$ cat config.mk
export PLATFORM = sky130hd
export DESIGN_NAME = i2c_master_bit_sequencer
export DESIGN_NICKNAME = d
export VERILOG_FILES = /design/src/rtl/core/i2cbs_pkg.sv /design/src/rtl/core/i2cbs_fifo.sv /design/src/rtl/core/i2cbs_front.sv /design/src/rtl/core/i2cbs_back.sv /design/src/rtl/core/i2c_master_bit_sequencer.sv
export SDC_FILE = /design/constraint.sdc
export NUM_CORES = 1
export LEC_CHECK = 0
export BUFFER_PORTS_ARGS = -buffer_cell sky130_fd_sc_hd__buf_2
export CAP_MARGIN = 20
export CORE_MARGIN = 2
export CORE_UTILIZATION = 46
export DETAILED_ROUTE_END_ITERATION = 7
export PLACE_DENSITY = 0.65
export SLEW_MARGIN = 10
export SYNTH_ARGS = -nofsm -noshare
export SYNTH_HDL_FRONTEND = slang
export SYNTH_HIERARCHICAL = 1
export SYNTH_SLANG_ARGS = --single-unit
$ cat constraint.sdc
create_clock -name clk -period 4.5 [get_ports clk]
set_input_delay 0.675 -clock clk [delete_from_list [all_inputs] [get_ports clk]]
set_output_delay 0.675 -clock clk [all_outputs]
set_load 0.1 [all_outputs]
$ cat src/rtl/core/i2cbs_pkg.sv
// shared types and constants for the i2c master bit sequencer
// command kinds, the queued command entry and the per-interval result
// no dependencies
package i2cbs_pkg;

  localparam int BITS_PER_BYTE = 8;
  localparam int PHASE_W = 6;

  typedef enum logic [2:0] {
    KIND_START  = 3'd0,
    KIND_RSTART = 3'd1,
    KIND_WRITE  = 3'd2,
    KIND_READ   = 3'd3,
    KIND_STOP   = 3'd4
  } kind_t;

  // command as it waits between front and back
  typedef struct packed {
    kind_t                    kind;
    logic [BITS_PER_BYTE-1:0] tx_byte;
    logic                     nack_last;
    logic [BITS_PER_BYTE-1:0] rx_bits;
    logic                     ack_level;
    logic                     start_scl;
  } cmd_t;

  // one quarter-bit interval
  typedef struct packed {
    logic                     scl_level;
    logic                     sda_level;
    logic                     sda_drive;
    logic [BITS_PER_BYTE-1:0] byte_read;
    logic                     ack_seen;
    logic                     last_phase;
  } res_t;

endpackage

$ cat src/rtl/core/i2cbs_fifo.sv
// small command queue between the front and the back of the sequencer
// register array with one write and one read port
// depends on nothing but its parameters
module i2cbs_fifo #(
  parameter int WIDTH = 8,
  parameter int DEPTH = 2
) (
  input  logic             clk,
  input  logic             rst,
  input  logic             push_valid,
  output logic             push_ready,
  input  logic [WIDTH-1:0] push_data,
  output logic             pop_valid,
  input  logic             pop_ready,
  output logic [WIDTH-1:0] pop_data
);

  localparam int PTR_W = (DEPTH > 1) ? $clog2(DEPTH) : 1;
  localparam int CNT_W = $clog2(DEPTH + 1);

  logic [WIDTH-1:0] mem [DEPTH];
  logic [PTR_W-1:0] wr_ptr;
  logic [PTR_W-1:0] rd_ptr;
  logic [CNT_W-1:0] count;
  logic             do_push;
  logic             do_pop;

  assign push_ready = (count != CNT_W'(DEPTH));
  assign pop_valid  = (count != '0);
  assign pop_data   = mem[rd_ptr];
  assign do_push    = push_valid && push_ready;
  assign do_pop     = pop_valid && pop_ready;

  always_ff @(posedge clk) begin
    if (do_push) begin
      mem[wr_ptr] <= push_data;
    end
  end

  always_ff @(posedge clk) begin
    if (rst) begin
      wr_ptr <= '0;
      rd_ptr <= '0;
      count  <= '0;
    end else begin
      if (do_push) begin
        wr_ptr <= (wr_ptr == PTR_W'(DEPTH - 1)) ? '0 : wr_ptr + PTR_W'(1);
      end
      if (do_pop) begin
        rd_ptr <= (rd_ptr == PTR_W'(DEPTH - 1)) ? '0 : rd_ptr + PTR_W'(1);
      end
      if (do_push && !do_pop) begin
        count <= count + CNT_W'(1);
      end else if (do_pop && !do_push) begin
        count <= count - CNT_W'(1);
      end
    end
  end

endmodule

$ cat src/rtl/core/i2cbs_front.sv
// command front end: accepts commands, drops unknown kinds and tracks the
// scl level the previous command leaves behind
// depends on i2cbs_pkg
module i2cbs_front (
  input  logic                               clk,
  input  logic                               rst,
  input  logic                               in_valid,
  output logic                               in_ready,
  input  logic [2:0]                         kind,
  input  logic [i2cbs_pkg::BITS_PER_BYTE-1:0] tx_byte,
  input  logic                               nack_last,
  input  logic [i2cbs_pkg::BITS_PER_BYTE-1:0] rx_bits,
  input  logic                               ack_level,
  output logic                               push_valid,
  input  logic                               push_ready,
  output i2cbs_pkg::cmd_t                    push_cmd
);

  i2cbs_pkg::kind_t kind_in;
  logic             known;
  logic             end_scl;
  logic             clock_line;

  assign kind_in  = i2cbs_pkg::kind_t'(kind);
  assign in_ready = push_ready;

  always_comb begin
    known   = kind_in inside {i2cbs_pkg::KIND_START, i2cbs_pkg::KIND_RSTART,
                              i2cbs_pkg::KIND_WRITE, i2cbs_pkg::KIND_READ,
                              i2cbs_pkg::KIND_STOP};
    // read and stop finish with scl high, the others with scl low
    end_scl = kind_in inside {i2cbs_pkg::KIND_READ, i2cbs_pkg::KIND_STOP};
  end

  assign push_valid         = in_valid && known;
  assign push_cmd.kind      = kind_in;
  assign push_cmd.tx_byte   = tx_byte;
  assign push_cmd.nack_last = nack_last;
  assign push_cmd.rx_bits   = rx_bits;
  assign push_cmd.ack_level = ack_level;
  assign push_cmd.start_scl = clock_line;

  always_ff @(posedge clk) begin
    if (rst) begin
      clock_line <= 1'b1;
    end else if (in_valid && in_ready && known) begin
      clock_line <= end_scl;
    end
  end

endmodule

$ cat src/rtl/core/i2cbs_back.sv
// command back end: steps each command through its quarter-bit intervals
// and holds the current interval in an output register
// depends on i2cbs_pkg
module i2cbs_back (
  input  logic            clk,
  input  logic            rst,
  input  logic            cmd_valid,
  output logic            cmd_ready,
  input  i2cbs_pkg::cmd_t cmd,
  output logic            out_valid,
  input  logic            out_ready,
  output i2cbs_pkg::res_t out_res
);

  localparam int PW = i2cbs_pkg::PHASE_W;

  i2cbs_pkg::cmd_t cmd_q;
  logic [PW-1:0]   phase;
  logic [PW-1:0]   phase_last;
  logic            busy;
  logic            adv;
  logic            at_last;
  i2cbs_pkg::res_t res_next;

  always_comb begin
    case (cmd_q.kind)
      i2cbs_pkg::KIND_START:  phase_last = PW'(1);
      i2cbs_pkg::KIND_RSTART: phase_last = PW'(4);
      i2cbs_pkg::KIND_WRITE:  phase_last = PW'(37);
      i2cbs_pkg::KIND_READ:   phase_last = PW'(35);
      i2cbs_pkg::KIND_STOP:   phase_last = PW'(4);
      default:                phase_last = '0;
    endcase
  end

  assign adv       = !out_valid || out_ready;
  assign at_last   = busy && (phase == phase_last);
  assign cmd_ready = adv && (!busy || at_last);

  // interval decode
  always_comb begin
    res_next            = '0;
    res_next.sda_drive  = 1'b1;
    res_next.last_phase = (phase == phase_last);
    case (cmd_q.kind)
      i2cbs_pkg::KIND_START: begin
        res_next.scl_level = (phase == '0) ? cmd_q.start_scl : 1'b0;
      end
      i2cbs_pkg::KIND_RSTART: begin
        res_next.scl_level = (phase == PW'(2)) || (phase == PW'(3));
        res_next.sda_level = (phase < PW'(3));
      end
      i2cbs_pkg::KIND_WRITE: begin
        res_next.scl_level = phase[1];
        if (phase < PW'(32)) begin
          // msb first: bit index counts down as the bit number counts up
          res_next.sda_level = cmd_q.tx_byte[~phase[4:2]];
        end else if (phase < PW'(36)) begin
          res_next.sda_level = 1'b1;
          res_next.sda_drive = 1'b0;
        end else begin
          res_next.sda_level = 1'b1;
        end
        if (phase == phase_last) begin
          res_next.ack_seen = !cmd_q.ack_level;
        end
      end
      i2cbs_pkg::KIND_READ: begin
        res_next.scl_level = phase[1];
        if (phase < PW'(32)) begin
          res_next.sda_level = 1'b1;
          res_next.sda_drive = 1'b0;
        end else begin
          res_next.sda_level = cmd_q.nack_last;
        end
        if (phase == phase_last) begin
          res_next.byte_read = cmd_q.rx_bits;
        end
      end
      i2cbs_pkg::KIND_STOP: begin
        res_next.scl_level = (phase >= PW'(2));
        res_next.sda_level = (phase >= PW'(3));
      end
      default: begin
        res_next = '0;
      end
    endcase
  end

  always_ff @(posedge clk) begin
    if (rst) begin
      busy      <= 1'b0;
      out_valid <= 1'b0;
    end else if (adv) begin
      out_valid <= busy;
      if (busy) begin
        out_res <= res_next;
      end
      if (cmd_ready && cmd_valid) begin
        busy  <= 1'b1;
        cmd_q <= cmd;
        phase <= '0;
      end else begin
        if (busy) begin
          phase <= phase + PW'(1);
        end
        if (at_last) begin
          busy <= 1'b0;
        end
      end
    end
  end

`ifndef SYNTHESIS
  a_phase_bound: assert property (@(posedge clk) disable iff (rst)
    busy |-> (phase <= phase_last))
    else $error("interval counter past last interval");

  a_busy_emits: assert property (@(posedge clk) disable iff (rst)
    (busy && adv) |=> out_valid)
    else $error("active command produced no interval");

  a_last_frees: assert property (@(posedge clk) disable iff (rst)
    (at_last && adv && !cmd_valid) |=> !busy)
    else $error("sequencer stayed busy after last interval");
`endif

endmodule

$ cat src/rtl/core/i2c_master_bit_sequencer.sv
// i2c master bit sequencer, top level
// front end, command queue and interval back end
// depends on i2cbs_pkg, i2cbs_front, i2cbs_fifo, i2cbs_back
//
// usage:
//   s_axis carries one bus command per transaction: tuser holds the kind
//   (start, repeated start, write byte, read byte, stop); tdata holds the
//   byte to send, the nack flag and the slave's sampled levels.
//   m_axis carries one transaction per quarter-bit interval with the scl
//   level, sda level and sda drive enable; tlast marks the final interval
//   of a command, which also carries the byte read or the ack seen.
//   a command gives 2 (start), 5 (repeated start, stop), 36 (read) or
//   38 (write) intervals, one per cycle while m_axis_tready is high; the
//   interval counter of the back end sets these counts.
//   a taken command passes through the queue and the back end's command
//   register before its first interval is registered onto m_axis.
//   unknown kinds are taken and dropped with no output.
//   the queue keeps taking commands while the back end works; when the
//   receiver stalls, the held interval waits and the queue fills up.
//   reset empties the queue and sets the front end's tracked scl level high.
module i2c_master_bit_sequencer #(
  parameter int QUEUE_DEPTH = 2
) (
  input  logic        clk,
  input  logic        rst,
  input  logic        s_axis_tvalid,
  output logic        s_axis_tready,
  // tx_byte[7:0], nack_last[8], rx_bits[16:9], ack_level[17], zero [23:18]
  input  logic [23:0] s_axis_tdata,
  // kind[2:0]
  input  logic [2:0]  s_axis_tuser,
  output logic        m_axis_tvalid,
  input  logic        m_axis_tready,
  // scl_level[0], sda_level[1], sda_drive[2], byte_read[10:3],
  // ack_seen[11], zero [15:12]
  output logic [15:0] m_axis_tdata,
  output logic        m_axis_tlast
);

  // command handoff from front to queue
  logic            push_valid;
  logic            push_ready;
  i2cbs_pkg::cmd_t push_cmd;

  // queue to back end
  logic                               pop_valid;
  logic                               pop_ready;
  logic [$bits(i2cbs_pkg::cmd_t)-1:0] pop_bits;
  i2cbs_pkg::res_t                    res;

  i2cbs_front u_front (
    .clk        (clk),
    .rst        (rst),
    .in_valid   (s_axis_tvalid),
    .in_ready   (s_axis_tready),
    .kind       (s_axis_tuser),
    .tx_byte    (s_axis_tdata[7:0]),
    .nack_last  (s_axis_tdata[8]),
    .rx_bits    (s_axis_tdata[16:9]),
    .ack_level  (s_axis_tdata[17]),
    .push_valid (push_valid),
    .push_ready (push_ready),
    .push_cmd   (push_cmd)
  );

  i2cbs_fifo #(
    .WIDTH ($bits(i2cbs_pkg::cmd_t)),
    .DEPTH (QUEUE_DEPTH)
  ) u_queue (
    .clk        (clk),
    .rst        (rst),
    .push_valid (push_valid),
    .push_ready (push_ready),
    .push_data  (push_cmd),
    .pop_valid  (pop_valid),
    .pop_ready  (pop_ready),
    .pop_data   (pop_bits)
  );

  i2cbs_back u_back (
    .clk       (clk),
    .rst       (rst),
    .cmd_valid (pop_valid),
    .cmd_ready (pop_ready),
    .cmd       (i2cbs_pkg::cmd_t'(pop_bits)),
    .out_valid (m_axis_tvalid),
    .out_ready (m_axis_tready),
    .out_res   (res)
  );

  // pack the interval onto the master stream
  assign m_axis_tdata = {4'b0000, res.ack_seen, res.byte_read,
                         res.sda_drive, res.sda_level, res.scl_level};
  assign m_axis_tlast = res.last_phase;

endmodule
* Yosys cells after proc, flatten, opt, wreduce, memory -nomap -nowiden
Memories as Yosys holds them, arrays and structs flattened. A register that Yosys moved wholly into a read port is not among the register bits.
Cells that the tools add are included.
** Storage, ports and cells
- Register bits :: 26
- RAM bits :: 44
- Bits of input ports :: 31
- Logic and storage cells :: 96
- Memories kept :: 1
** Memory list
- u_queue.mem :: words 2, width 22, rd ports 1, clocked after memory_dff 1, write ports 1, RTL line i2cbs_fifo.sv:21 : logic [WIDTH-1:0] mem [DEPTH];
** Cells by class
- Add/subtract/negate cells :: 5
- Order comparisons :: 6
- Equality and inequality tests :: 12
- Multiplexer cells :: 21
- Bitwise logic cells :: 2
- Reductions and logical operators :: 36
** Operators by type and width (count)
- case mux 6 bit (4 select lines) :: 1
- 2-to-1 mux 1 bit :: 13
- equality test 3 x 2 -> 1 bit (second input constant) :: 4
- equality test 6 x 2 -> 1 bit (second input constant) :: 2
- >= comparator 6 x 2 -> 1 bit (second input constant) :: 2
- less-than comparator 6 bit (second input constant) :: 2
- nonzero test 2 bit :: 5
- logical AND 1 bit :: 9
- AND reduction 3 bit :: 3
- case mux 1 bit (4 select lines) :: 2
- adder 6 x 1 -> 6 bit (second input constant) :: 1
- equality test 3 x 1 -> 1 bit (second input constant) :: 2
- equality test 3 bit (second input constant) :: 2
- equality test 6 bit :: 1
- zero test 3 bit :: 2
- zero test 6 bit :: 1
- less-than comparator 6 x 2 -> 1 bit (second input constant) :: 1
- 2-to-1 mux 6 bit :: 1
- AND reduction 2 bit :: 3
- zero test 1 bit :: 5
- nonzero test 5 bit :: 1
- OR reduction 5 bit :: 1
- less-than comparator 3 x 4 -> 1 bit (second input constant) :: 1
- 2-to-1 mux 2 bit :: 2
- 11 further kinds :: 15

* Depth between registers and ports, before layout
Gate-level depths: netlist of the first run.
- Word-level depth :: 11
- Mapped depth :: 11

* Modules after synthesis
The synthesis of the first run kept the hierarchy.
** By module, submodules not included
- i2cbs_back :: instances 1, cells each 136, area an instance 1874.3 sq um
- i2cbs_fifo :: instances 1, cells each 92, area an instance 1801.7 sq um
- i2cbs_front :: instances 1, cells each 33, area an instance 241.5 sq um
- i2c_master_bit_sequencer :: instances 1, cells each 5, area an instance 33.8 sq um

* Worst setup path before layout of the first run
OpenSTA, ideal clock, no wires.
- Path kind :: register -> register
- Start :: reg u_back.out_valid
- End :: reg u_back/cmd_q[0] (netlist bit) (enable)
- Setup time :: 0.404 ns
- Data arrival time :: 2.668 ns
- Setup slack :: 1.428 ns
- Stages on the path, launching flop included :: 6
- Buffers on the path :: 0
- Period minus slack after synthesis :: 3.072 ns
- Cells stage by stage :: dfxtp_1 > nor2b_1 > nor2b_1 > nand4b_1 > o2bb2ai_1 > nor2b_1
** Between the ends
- Word-level cells in the longest chain between the ends :: 5
** RTL lines
- start, declared :: RTL line i2cbs_back.sv:10 : output logic out_valid,
- start signal, assigned :: RTL line i2cbs_back.sv:95 : out_valid <= busy;
- zero test 1 bit * :: RTL line i2cbs_back.sv:36 : assign adv = !out_valid || out_ready;
- logical OR 1 bit * :: RTL line i2cbs_back.sv:36
- logical AND 1 bit :: RTL line i2cbs_back.sv:38 : assign cmd_ready = adv && (!busy || at_last);
- logical AND 1 bit :: RTL line i2cbs_back.sv:99 : if (cmd_ready && cmd_valid) begin
- AND reduction 3 bit (no source line) *
- end signal, assigned :: RTL line i2cbs_back.sv:101 : cmd_q <= cmd;
- end, declared :: RTL line i2cbs_back.sv:17 : i2cbs_pkg::cmd_t cmd_q;
Every way passes the cells marked *; elsewhere a longest branch is shown, timed or not.
A chain may end at the register's enable or synchronous reset.

* Worst setup path after layout of the first run
- Start :: reg u_back.phase[2]
- End :: reg u_queue.count[1]
** Between the ends
- Word-level cells in the longest chain between the ends :: 8
** RTL lines
- start, declared :: RTL line i2cbs_back.sv:18 : logic [PW-1:0] phase;
- start signal, assigned :: RTL line i2cbs_back.sv:105 : phase <= phase + PW'(1);
- equality test 6 bit * :: RTL line i2cbs_back.sv:37 : assign at_last = busy && (phase == phase_last);
- logical AND 1 bit * :: RTL line i2cbs_back.sv:37
- logical OR 1 bit * :: RTL line i2cbs_back.sv:38
- logical AND 1 bit * :: RTL line i2cbs_back.sv:38
- net pop_ready :: RTL line i2c_master_bit_sequencer.sv:47 : logic pop_ready;
- logical AND 1 bit * :: RTL line i2cbs_fifo.sv:32 : assign do_pop = pop_valid && pop_ready;
- zero test 1 bit :: RTL line i2cbs_fifo.sv:52 : if (do_push && !do_pop) begin
- logical AND 1 bit :: RTL line i2cbs_fifo.sv:52
- 2-to-1 mux 2 bit / nonzero test 2 bit (equally long branches)
- end signal, assigned :: RTL line i2cbs_fifo.sv:53 : count <= count + CNT_W'(1);
- end signal, assigned :: RTL line i2cbs_fifo.sv:55 : count <= count - CNT_W'(1);
- end, declared :: RTL line i2cbs_fifo.sv:24 : logic [CNT_W-1:0] count;
Mark *: on every way through the listed nets, which the timed path passes. The rest lies on a longest branch.

==> impl_results.md, run 1 <==
- Worst Max-Slew Pin Slew: 1040 ps
- Core footprint: 0.00826 sq mm
- Minimum clock period: 2920 ps
- FF-to-FF setup slack: 1580 ps
- PD cells: 555 mW/mm^2
- Crit path buffers/inverters: 0
- Slowest stage delay, CP: 610 ps
- GRT Overall Usage: 12.9%
- Synth Warn #: 6
- CTS tree: yes
- Ranking of synthesized cells by area: edfxtp_1 (65%), mux2_2 (6.3%), buf_4 (5.1%)
- Count leader, synth: edfxtp_1
- Req. time, crit path: 4800 ps
- Total number of vias: 2,042
- Post-synth top area share: 64.6%
- Worst setup EP type: flip-flop
- Layout cell share with drive strength beyond 1: 30.2%
- Diode count: 0
- Port Buf Inserts: 39
- Top post-synthesis cells by count: edfxtp_1 (85), buf_4 (27), mux2_2 (22)
- Slew Limit Fails: 0
- Final Wtd Congestion: 0.798
- First-pass detailed-route iteration total: 4
- Wire length per cell: 14.6 um
- Crit path max-delay family: compound AO/OA/AOI/OAI gates
- Yosys top cell by area: edfxtp_1
- Initial Util: 47.8%
- Fin area: 0.00425 sq mm
- DIE HEIGHT: 96.7 um
- Setup crit end: u_queue/count[1]
- Clock Tree Root: clkbuf_8
- Stages on the worst setup path: 8
- Worst vdd ir: 0.282 mV
- Distinct cells, synth: 49
- Pleak: 1.50 nW
- # hold bufs at CTS: 0
- # setup viols final: 0
- DRT iter0 DRCs: 87
- Sink Count: 93
- Outcome: completed
- Total CTS buffers: 9
- Worst Hold Class: flip-flop to flip-flop
- Die area: 0.00935 sq mm
- Post-CTS setup buffer count: 0
- Crit-path most repeated cell: a21oi_1
- Slew HR: 30.5%
- Post-place instance area: 0.00406 sq mm
- Reg2Reg Launch Point: u_back/phase[2]
- Site Rows: 33
- R2R depth: 8
- Top FF cell, synth: edfxtp_1
- # IOs: 50
- Post-synth EDFFs: 85
- First-pass GRT wire length: 9.43 mm
- Post-CTS sizing: 0
- Register area share after synthesis: 68.7%
- Final nets: 320
- Crit path cell chain: maj3_2 > o311a_1 > or3_4 > a21oi_1 > o21ai_0 > ha_1 > or3_1 > a21oi_1
- Estimated wirelength of the detail-placed design: 3.73 mm
- Largest net degree at the start of global routing: 23
- FF+latch count, synth: 93
- Crit. Startpoint: u_back/phase[2]
- Cell count after synthesis: 266
- Async set-reset flop share out of synthesis: 0%
- Final hold vios: 0
- Clock slew at reported path FFs: 90 ps
- Setup TNS: 0 ps
- RSZ-0062 raised after global routing: no
- Slowest cell on the critical path: edfxtp_1
- CP Max Fanout: 11
- Final period util: 64.9%
- DRC Markers: 0
- Fmax: 0.342 GHz
- CTS H-tree lvls: 3
- Die Span X: 96.7 um
- DR vias/cell: 5.16
- Post-Syn Area: 0.00395 sq mm
- Final Skew: 8.06 ps
- Syn_area_per_cell: 14.9 sq um
- RR Endpoint: u_queue/count[1]
- Vias in the first global route: 2,029
- Area growth, synth to finish: 7.63%
- Max clock buf depth: 2
- Worst Path Arrival: 3220 ps
- Critical path class: flip-flop to flip-flop
- Hold depth: 0
- Worst setup SP type: flip-flop
- Clock Latency Late Sink: 360 ps
- Max-cap violations: 0
- Total gr overflow: 0
- Antenna violation net count after detailed routing: 0
- Initial antenna violation count: 0
- Final WL: 5.77 mm
==> how the worst min path moves through the flow <==
| stage | startpoint | to | slack, ps |
|---|---|---|---|
| 2_1_floorplan | u_queue/count[1] | u_queue/count[1] | 470 |
| 3_3_place_gp | u_front/clock_line | u_queue/mem[0][0] | 440 |
| 3_5_place_dp | u_front/clock_line | u_queue/mem[1][0] | 450 |
| 4_1_cts | u_front/clock_line | u_queue/mem[1][0] | 470 |
| 5_1_grt | u_front/clock_line | u_queue/mem[0][0] | 480 |
| 6_report | u_front/clock_line | u_queue/mem[0][0] | 470 |
==> metrics by stage <==
stage	power (mW)	util, %	hold slack, ps	setup slack [ps]	instances
after floorplan	1.79	-	471	1430	269
after global placement	1.88	49.2	439	1640	379
after detailed placement	1.90	49.2	448	1590	379
after CTS	2.38	51.2	470	1580	395
after global routing	2.48	51.5	479	1400	396
final	2.36	51.5	473	1580	396
==> layout make-up <==
class	instances	area (sq um)
repair buffers	41	230
flip-flops and latches	93	2710
inverters	7	26.3
clock inverters	6	38.8
well taps	105	131
clock buffers	10	128
fillers	680	4010
multi-input cells	134	986
==> routing by layer <==
| layer | GRT usage [%] | part of all wire [%] | vias to the layer above |
|---|---|---|---|
| met5 | 0 | 0 | - |
| met3 | 4.05 | 5.3 | 14 |
| met2 | 21.0 | 48 | 60 |
| met1 | 15.0 | 44 | 981 |
| met4 | 7.48 | 2.6 | 0 |
| li1 | - | - | 987 |
==> report_power, final <==
group / switching [mW] / internal, mW
logic: 0.394 / 0.233
clock network: 0.277 / 0.200
registers: 0.127 / 1.13
total: 0.798 / 1.56
==> logic make-up (layout without fill, tap and decap cells) <==
family          after synthesis  count (layout)  share of synthesized area (%)
flops                        93              93                           68.7
simple gates                 64              64                           9.15
buf+inv                      42              64                           6.87
compound gates               28              28                           4.34
mux                          25              25                           7.66
xor+xnor                      9               9                           2.00
fa+ha+maj                     4               4                           1.24
other cells                   1               4                         0.0949
==> state kept, by name, indices dropped and copies added, names as in the netlist, named ones only <==
name and count:
u_back/phase 6, u_queue/mem 44, u_queue/rd_ptr 1, u_back/cmd_q 22, u_back/out_valid 1, u_front/clock_line 1
u_back/busy 1, u_queue/wr_ptr 1, u_back/out_res 13, u_queue/count 2
==> cell usage in the layout, fill, tap and decap left out, types with 6 or more instances in the layout <==
cell type	instances
o21ai_0	9
edfxtp_1	85
xor2_1	6
mux2_2	22
clkbuf_8	9
nor2_1	21
buf_2	39
and2_1	10
inv_1	6
dfxtp_1	8
a21oi_1	8
Power figures use the tool's default switching activity.
==> run 2: changes to the inputs <==
- clock period: 4.5 -> 3 ns (I/O delays scaled with it)
==> run 2 against run 1 <==
Effect of this change:
- power rose by 59%
- final area grew 2.3%
- largest power group unchanged
- setup slack worse by 1300 ps
- register-to-register slack got worse by 1300 ps
- utilization grew 1.2 points
==> impl_results.md, run 2 (synthesis gave the netlist of run 1 again) <==
- Port Buf Inserts: 39 (unchanged)
- Final hold vios: 0 (unchanged)
- Worst setup EP type: flip-flop (unchanged)
- GRT Overall Usage: 13.1% (was 12.9%)
- Cell Int Power: 2.55 mW (was 1.56 mW)
- Max clock buf depth: 2 (unchanged)
- Worst Max-Slew Pin Slew: 684 ps (was 1040 ps)
- Seq pwr share: 48.0% (was 53.2%)
- Area growth, synth to finish: 10.1% (was 7.63%)
- Sink Count: 93 (unchanged)
- Net load switching power: 1.21 mW (was 798 uW)
- Post-CTS sizing: 0 (unchanged)
- Estimated wirelength of the detail-placed design: 3.81 mm (was 3.73 mm)
- Minimum clock period: 2740 ps (was 2920 ps)
- Area of the multi-input gates: 986 sq um (unchanged)
- Total gr overflow: 0 (unchanged)
- Initial antenna violation count: 0 (unchanged)
- Antenna violation net count after detailed routing: 0 (unchanged)
- Critical path class: flip-flop to flip-flop (unchanged)
- Largest regs: u_queue/mem x44, u_back/cmd_q x22, u_back/out_res x13 (unchanged)
- RSZ-0062 raised after global routing: no (unchanged)
- Filler Cells Inserted: 704 (was 680)
- Final nets: 328 (was 320)
- Worst Path Arrival: 3030 ps (was 3220 ps)
- Clock Latency Late Sink: 340 ps (was 360 ps)
- Clock share of power: 23.4% (was 20.2%)
- Final Wtd Congestion: 0.883 (was 0.798)
- Slew Limit Fails: 0 (unchanged)
- Final WL: 5.79 mm (was 5.77 mm)
- Sw Ratio: 32.1% (was 33.8%)
- DRC Markers: 0 (unchanged)
- Total number of vias: 2,038 (was 2,042)
- Setup TNS: 0 ps (unchanged)
- Largest net degree at the start of global routing: 23 (unchanged)
- Register cell area after layout: 0.00271 sq mm (unchanged)
- Worst vdd ir: 0.383 mV (was 0.282 mV)
- First-pass GRT wire length: 9.58 mm (was 9.43 mm)
- PD cells: 865 mW/mm^2 (was 555 mW/mm^2)
- R2R depth: 9 (was 8)
- CTS tree: yes (unchanged)
- Vias in the first global route: 2,020 (was 2,029)
- Max reg flops: 44 (unchanged)
- Wire length per cell: 14.4 um (was 14.6 um)
- Most frequent cells in the layout: edfxtp_1 (85), buf_2 (39), mux2_2 (22) (unchanged)
- DR vias/cell: 5.06 (was 5.16)
- Final Skew: 9.32 ps (was 8.06 ps)
- Die Span X: 96.7 um (unchanged)
- Clock Tree Root: clkbuf_8 (unchanged)
- Outcome: completed (unchanged)
- DRT iter0 DRCs: 191 (was 87)
- RR Endpoint: u_queue/count[1] (unchanged)
- Reg2Reg Launch Point: u_back/cmd_q[20] (was u_back/phase[2])
- Layout cell share with drive strength beyond 1: 32.6% (was 30.2%)
- Pleak: 1.57 nW (was 1.50 nW)
- DIE HEIGHT: 96.7 um (unchanged)
- Most flop-heavy register: u_queue/mem (unchanged)
- Fmax: 0.365 GHz (was 0.342 GHz)
- Total CTS buffers: 9 (unchanged)
- Util after Layout: 52.7% (was 51.5%)
- Core footprint: 0.00826 sq mm (unchanged)
- # IOs: 50 (unchanged)
- Worst Hold Class: input port to flip-flop (was flip-flop to flip-flop)
- Post-CTS setup buffer count: 0 (unchanged)
- First-pass detailed-route iteration total: 4 (unchanged)
- # hold bufs at CTS: 0 (unchanged)
- Clock slew at reported path FFs: 90 ps (about the same)
- Max-cap violations: 0 (unchanged)
- Worst setup SP type: flip-flop (unchanged)
- CP Max Fanout: 7 (was 11)
- Initial Util: 47.8% (unchanged)
- Final period util: 91.4% (was 64.9%)
- CTS H-tree lvls: 3 (unchanged)
- Hold depth: 1 (was 0)
- Req. time, crit path: 3280 ps (was 4800 ps)
- Min-delay src: s_axis_tdata[14] (was u_front/clock_line)
- Dpl cells: 388 (was 379)
- FF-to-FF setup slack: 260 ps (was 1580 ps)
- Finished Layout Cells: 403 (was 396)
- Diode count: 0 (unchanged)
- Commonest non-fill, non-tap cell in the layout: edfxtp_1 (unchanged)
- Combinational Power Share: 28.6% (was 26.6%)
- Site Rows: 33 (unchanged)
- Die area: 0.00935 sq mm (unchanged)
- Slew HR: 54.0% (was 30.5%)
- Hold Path End: u_queue/mem[1][7] (was u_queue/mem[0][0])
- # setup viols final: 0 (unchanged)
run 2: cell types whose count changed in the layout (fill, tap and decap cells not counted):
cell,before,now
clkinv_1,1,0
buf_16,1,0
buf_4,1,9
buf_12,0,1
clkbuf_1,1,0
clkinvlp_4,1,0
bufinv_16,0,2
run 2: power groups by stage:
stage	clock, mW	combinational (mW)	sequential [mW]
floorplan	0	0.715	1.97
global placement	0	1.06	1.83
detailed placement	0	1.08	1.83
CTS	0.909	1.08	1.80
global route	0.960	1.17	1.83
finish	0.881	1.07	1.81
run 2: stage by stage:
| stage | setup WS (ps) | instance area, sq um | total power, mW | hold WS, ps |
|---|---|---|---|---|
| 2_1_floorplan | 317 | 3970 | 2.68 | 471 |
| 3_3_place_gp | 285 | 4140 | 2.89 | 440 |
| 3_5_place_dp | 276 | 4140 | 2.91 | 446 |
| 4_1_cts | 250 | 4350 | 3.80 | 273 |
| 5_1_grt | 89.5 | 4350 | 3.95 | 270 |
| 6_report | 259 | 4350 | 3.76 | 291 |
run 2: worst max path at each step:
stage,from,to,slack [ps],cells past startpoint
2_1_floorplan,u_back/out_valid,u_back/cmd_q[0],320,5
3_3_place_gp,u_back/cmd_q[20],u_queue/count[1],290,9
3_5_place_dp,u_back/cmd_q[20],u_queue/count[1],280,9
4_1_cts,u_back/cmd_q[20],u_queue/count[1],250,9
5_1_grt,u_back/cmd_q[20],u_queue/count[1],90,9
6_report,u_back/cmd_q[20],u_queue/count[1],260,9
run 2: cell type report:
cell class	instances	area share [%]
Inverter	7	0.604
Sequential cell	93	62.4
Timing Repair Buffer	49	6.50
Tap cell	105	3.02
Clock buffer	9	2.85
Clock inverter	6	2.01
Multi-Input combinational cell	134	22.7
run 2: critical path, cell delays in order (launching register included):
cell and delay, ps:
edfxtp_1 450, inv_2 90, maj3_2 300, o311a_1 330, or3_4 400, a21oi_1 150, o21ai_0 140, ha_1 340
or3_1 350, a21oi_1 130
run 2: routing by layer:
| metal | global-route usage, % | part of all wire [%] | vias up |
|---|---|---|---|
| met3 | 2.96 | 4.9 | 6 |
| met1 | 16.7 | 45 | 970 |
| li1 | - | - | 1003 |
| met2 | 21.2 | 48 | 59 |
| met5 | 0 | 0 | - |
| met4 | 6.72 | 1.4 | 0 |
==> run 3: changes to the inputs <==
- SLEW_MARGIN: 10 -> 25
- clock period: 3 -> 2.8 ns (I/O delays scaled with it)
==> run 3 against run 2 <==
Effect of this change:
- fmax rose by 3.9%
- register-to-register slack worse by 97 ps
- critical path depth shrank 1
- power increased by 4.1%
- non-clock buffer count grew 8
- first-iteration DRC count decreased by 67%
- utilization rose by 0.29 points
- clock power is 10% lower
- clock-buffer cell count rose by 1
- via count grew 0.49%
- sequential cell count did not move
==> impl_results.md, run 3 (synthesis gave the netlist of run 1 again) <==
- Area growth, synth to finish: 10.7% (was 10.1%)
- First-pass detailed-route iteration total: 4 (unchanged)
- Estimated wirelength of the detail-placed design: 3.94 mm (was 3.81 mm)
- Final nets: 336 (was 328)
- CTS tree: yes (unchanged)
- RSZ-0062 raised after global routing: no (unchanged)
- Min-delay src: s_axis_tdata[12] (was s_axis_tdata[14])
- Total number of vias: 2,048 (was 2,038)
- GRT Overall Usage: 13.4% (was 13.1%)
- Total power: 3.91 mW (was 3.76 mW)
- Minimum clock period: 2640 ps (was 2740 ps)
- Core footprint: 0.00826 sq mm (unchanged)
- Sink Count: 93 (unchanged)
- Most flop-heavy register: u_queue/mem (unchanged)
- Slowest stage delay, CP: 460 ps (was 450 ps)
- Setup crit end: u_queue/count[1] (unchanged)
- Final Wtd Congestion: 0.810 (was 0.883)
- Clock Tree Root: clkbuf_8 (unchanged)
- DIE HEIGHT: 96.7 um (unchanged)
- Initial antenna violation count: 0 (unchanged)
- Most frequent cells in the layout: edfxtp_1 (85), buf_2 (39), mux2_2 (22) (unchanged)
- Port Buf Inserts: 39 (unchanged)
- Clock slew at reported path FFs: 100 ps (was 90 ps)
- Largest regs: u_queue/mem x44, u_back/cmd_q x22, u_back/out_res x13 (unchanged)
- Worst hold slack: 251 ps (was 291 ps)
- Antenna violation net count after detailed routing: 0 (unchanged)
- Commonest non-fill, non-tap cell in the layout: edfxtp_1 (unchanged)
- Util after Layout: 53.0% (was 52.7%)
- Clock Latency Late Sink: 350 ps (was 340 ps)
- First-pass GRT wire length: 9.73 mm (was 9.58 mm)
- Slowest cell on the critical path: edfxtp_1 (unchanged)
- CTS H-tree lvls: 3 (unchanged)
- CP Max Fanout: 5 (was 7)
- Crit-path most repeated cell: a21oi_1 (unchanged)
- Initial Util: 47.8% (unchanged)
- Total CTS buffers: 9 (unchanged)
- Site Rows: 33 (unchanged)
- Total gr overflow: 0 (unchanged)
- DR vias/cell: 4.97 (was 5.06)
- Final period util: 94.2% (was 91.4%)
- Worst setup SP type: flip-flop (unchanged)
- Setup TNS: 0 ps (unchanged)
- FF-to-FF setup slack: 160 ps (was 260 ps)
- # IOs: 50 (unchanged)
- Vias in the first global route: 2,055 (was 2,020)
- Finished Layout Cells: 412 (was 403)
- Max clock buf depth: 2 (unchanged)
- Crit. Startpoint: u_back/phase[2] (was u_back/cmd_q[20])
- RR Endpoint: u_queue/count[1] (unchanged)
- Slew Limit Fails: 0 (unchanged)
- Final WL: 5.94 mm (was 5.79 mm)
- Die Span X: 96.7 um (unchanged)
- Wire length per cell: 14.4 um (about the same)
- Outcome: completed (unchanged)
- Dpl cells: 394 (was 388)
- Worst Hold Class: input port to flip-flop (unchanged)
- Final hold vios: 0 (unchanged)
- Fmax: 0.379 GHz (was 0.365 GHz)
- Req. time, crit path: 3080 ps (was 3280 ps)
- Max-cap violations: 0 (unchanged)
- # hold bufs at CTS: 0 (unchanged)
- Final Skew: 12.1 ps (was 9.32 ps)
- Worst Path Arrival: 2920 ps (was 3030 ps)
- Worst setup EP type: flip-flop (unchanged)
- Worst vdd ir: 0.396 mV (was 0.383 mV)
- Max reg flops: 44 (unchanged)
- Diode count: 0 (unchanged)
- Die area: 0.00935 sq mm (unchanged)
- Layout cell share with drive strength beyond 1: 34.2% (was 32.6%)
- Reg2Reg Launch Point: u_back/phase[2] (was u_back/cmd_q[20])
- Crit path cell chain: maj3_2 > o311a_1 > or3_4 > a21oi_1 > o21ai_1 > ha_1 > or3_1 > a21oi_1 (was inv_2 > maj3_2 > o311a_1 > or3_4 > a21oi_1 > o21ai_0 > ha_1 > or3_1 > a21oi_1)
- Pleak: 1.58 nW (was 1.57 nW)
- Critical path class: flip-flop to flip-flop (unchanged)
- Largest net degree at the start of global routing: 23 (unchanged)
- PD cells: 895 mW/mm^2 (was 865 mW/mm^2)
- # setup viols final: 0 (unchanged)
- DRC Markers: 0 (unchanged)
- DRT iter0 DRCs: 63 (was 191)
- R2R depth: 8 (was 9)
-- run 3: cell type report --
type / count / area (sq um)
Clock buffer: 10 / 128
Clock inverter: 6 / 47.5
Fill cell: 709 / 3880
Inverter: 7 / 26.3
Multi-Input combinational cell: 134 / 986
Sequential cell: 93 / 2710
Tap cell: 105 / 131
Timing Repair Buffer: 57 / 343
-- run 3: routing by layer --
metal | routed length (um) | share of wire [%] | vias to the layer above | track usage, %
met5 | 0 | 0 | - | 0
met4 | 97 | 1.6 | 0 | 7.04
met3 | 236 | 4.0 | 9 | 2.96
met2 | 2960 | 50 | 50 | 22.8
li1 | - | - | 1021 | -
met1 | 2650 | 45 | 968 | 15.8
-- run 3: worst max-delay path: cells and delay by family (launching register included) --
family / cells / cell delay [ps]
AOI/OAI and AO/OA: 4 / 740
DFF: 1 / 460
and+or+nand+nor: 2 / 730
adders and majority gates: 2 / 650
-- run 3: how the worst min path moves through the flow --
stage,end,slack [ps],cells past startpoint
floorplan,u_queue/count[1],470,2
global placement,u_queue/mem[0][0],440,0
detailed placement,u_queue/mem[1][0],460,0
CTS,u_queue/mem[0][5],230,1
global route,u_queue/mem[0][5],230,1
finish,u_queue/mem[0][5],250,1
-- run 3: per-stage QoR --
| stage | area [sq um] | setup slack (ps) |
|---|---|---|
| 2_1_floorplan | 3970 | 117 |
| 3_3_place_gp | 4180 | 169 |
| 3_5_place_dp | 4180 | 122 |
| 4_1_cts | 4360 | 99.1 |
| 5_1_grt | 4370 | 7.22 |
| 6_report | 4370 | 162 |
-- run 3: power breakdown --
group / total [mW] / internal, mW / switching (mW) / leakage (nW)
clock network: 0.793 / 0.330 / 0.463 / 0.0808
registers: 1.92 / 1.81 / 0.106 / 0.851
logic: 1.20 / 0.455 / 0.750 / 0.645
-- run 3: what timing repair did --
| item | in CTS | in global routing |
|---|---|---|
| setup endpoints to repair | 0 | 1 |
| setup buffers | 0 | 2 |
| resized for setup | 0 | 1 |
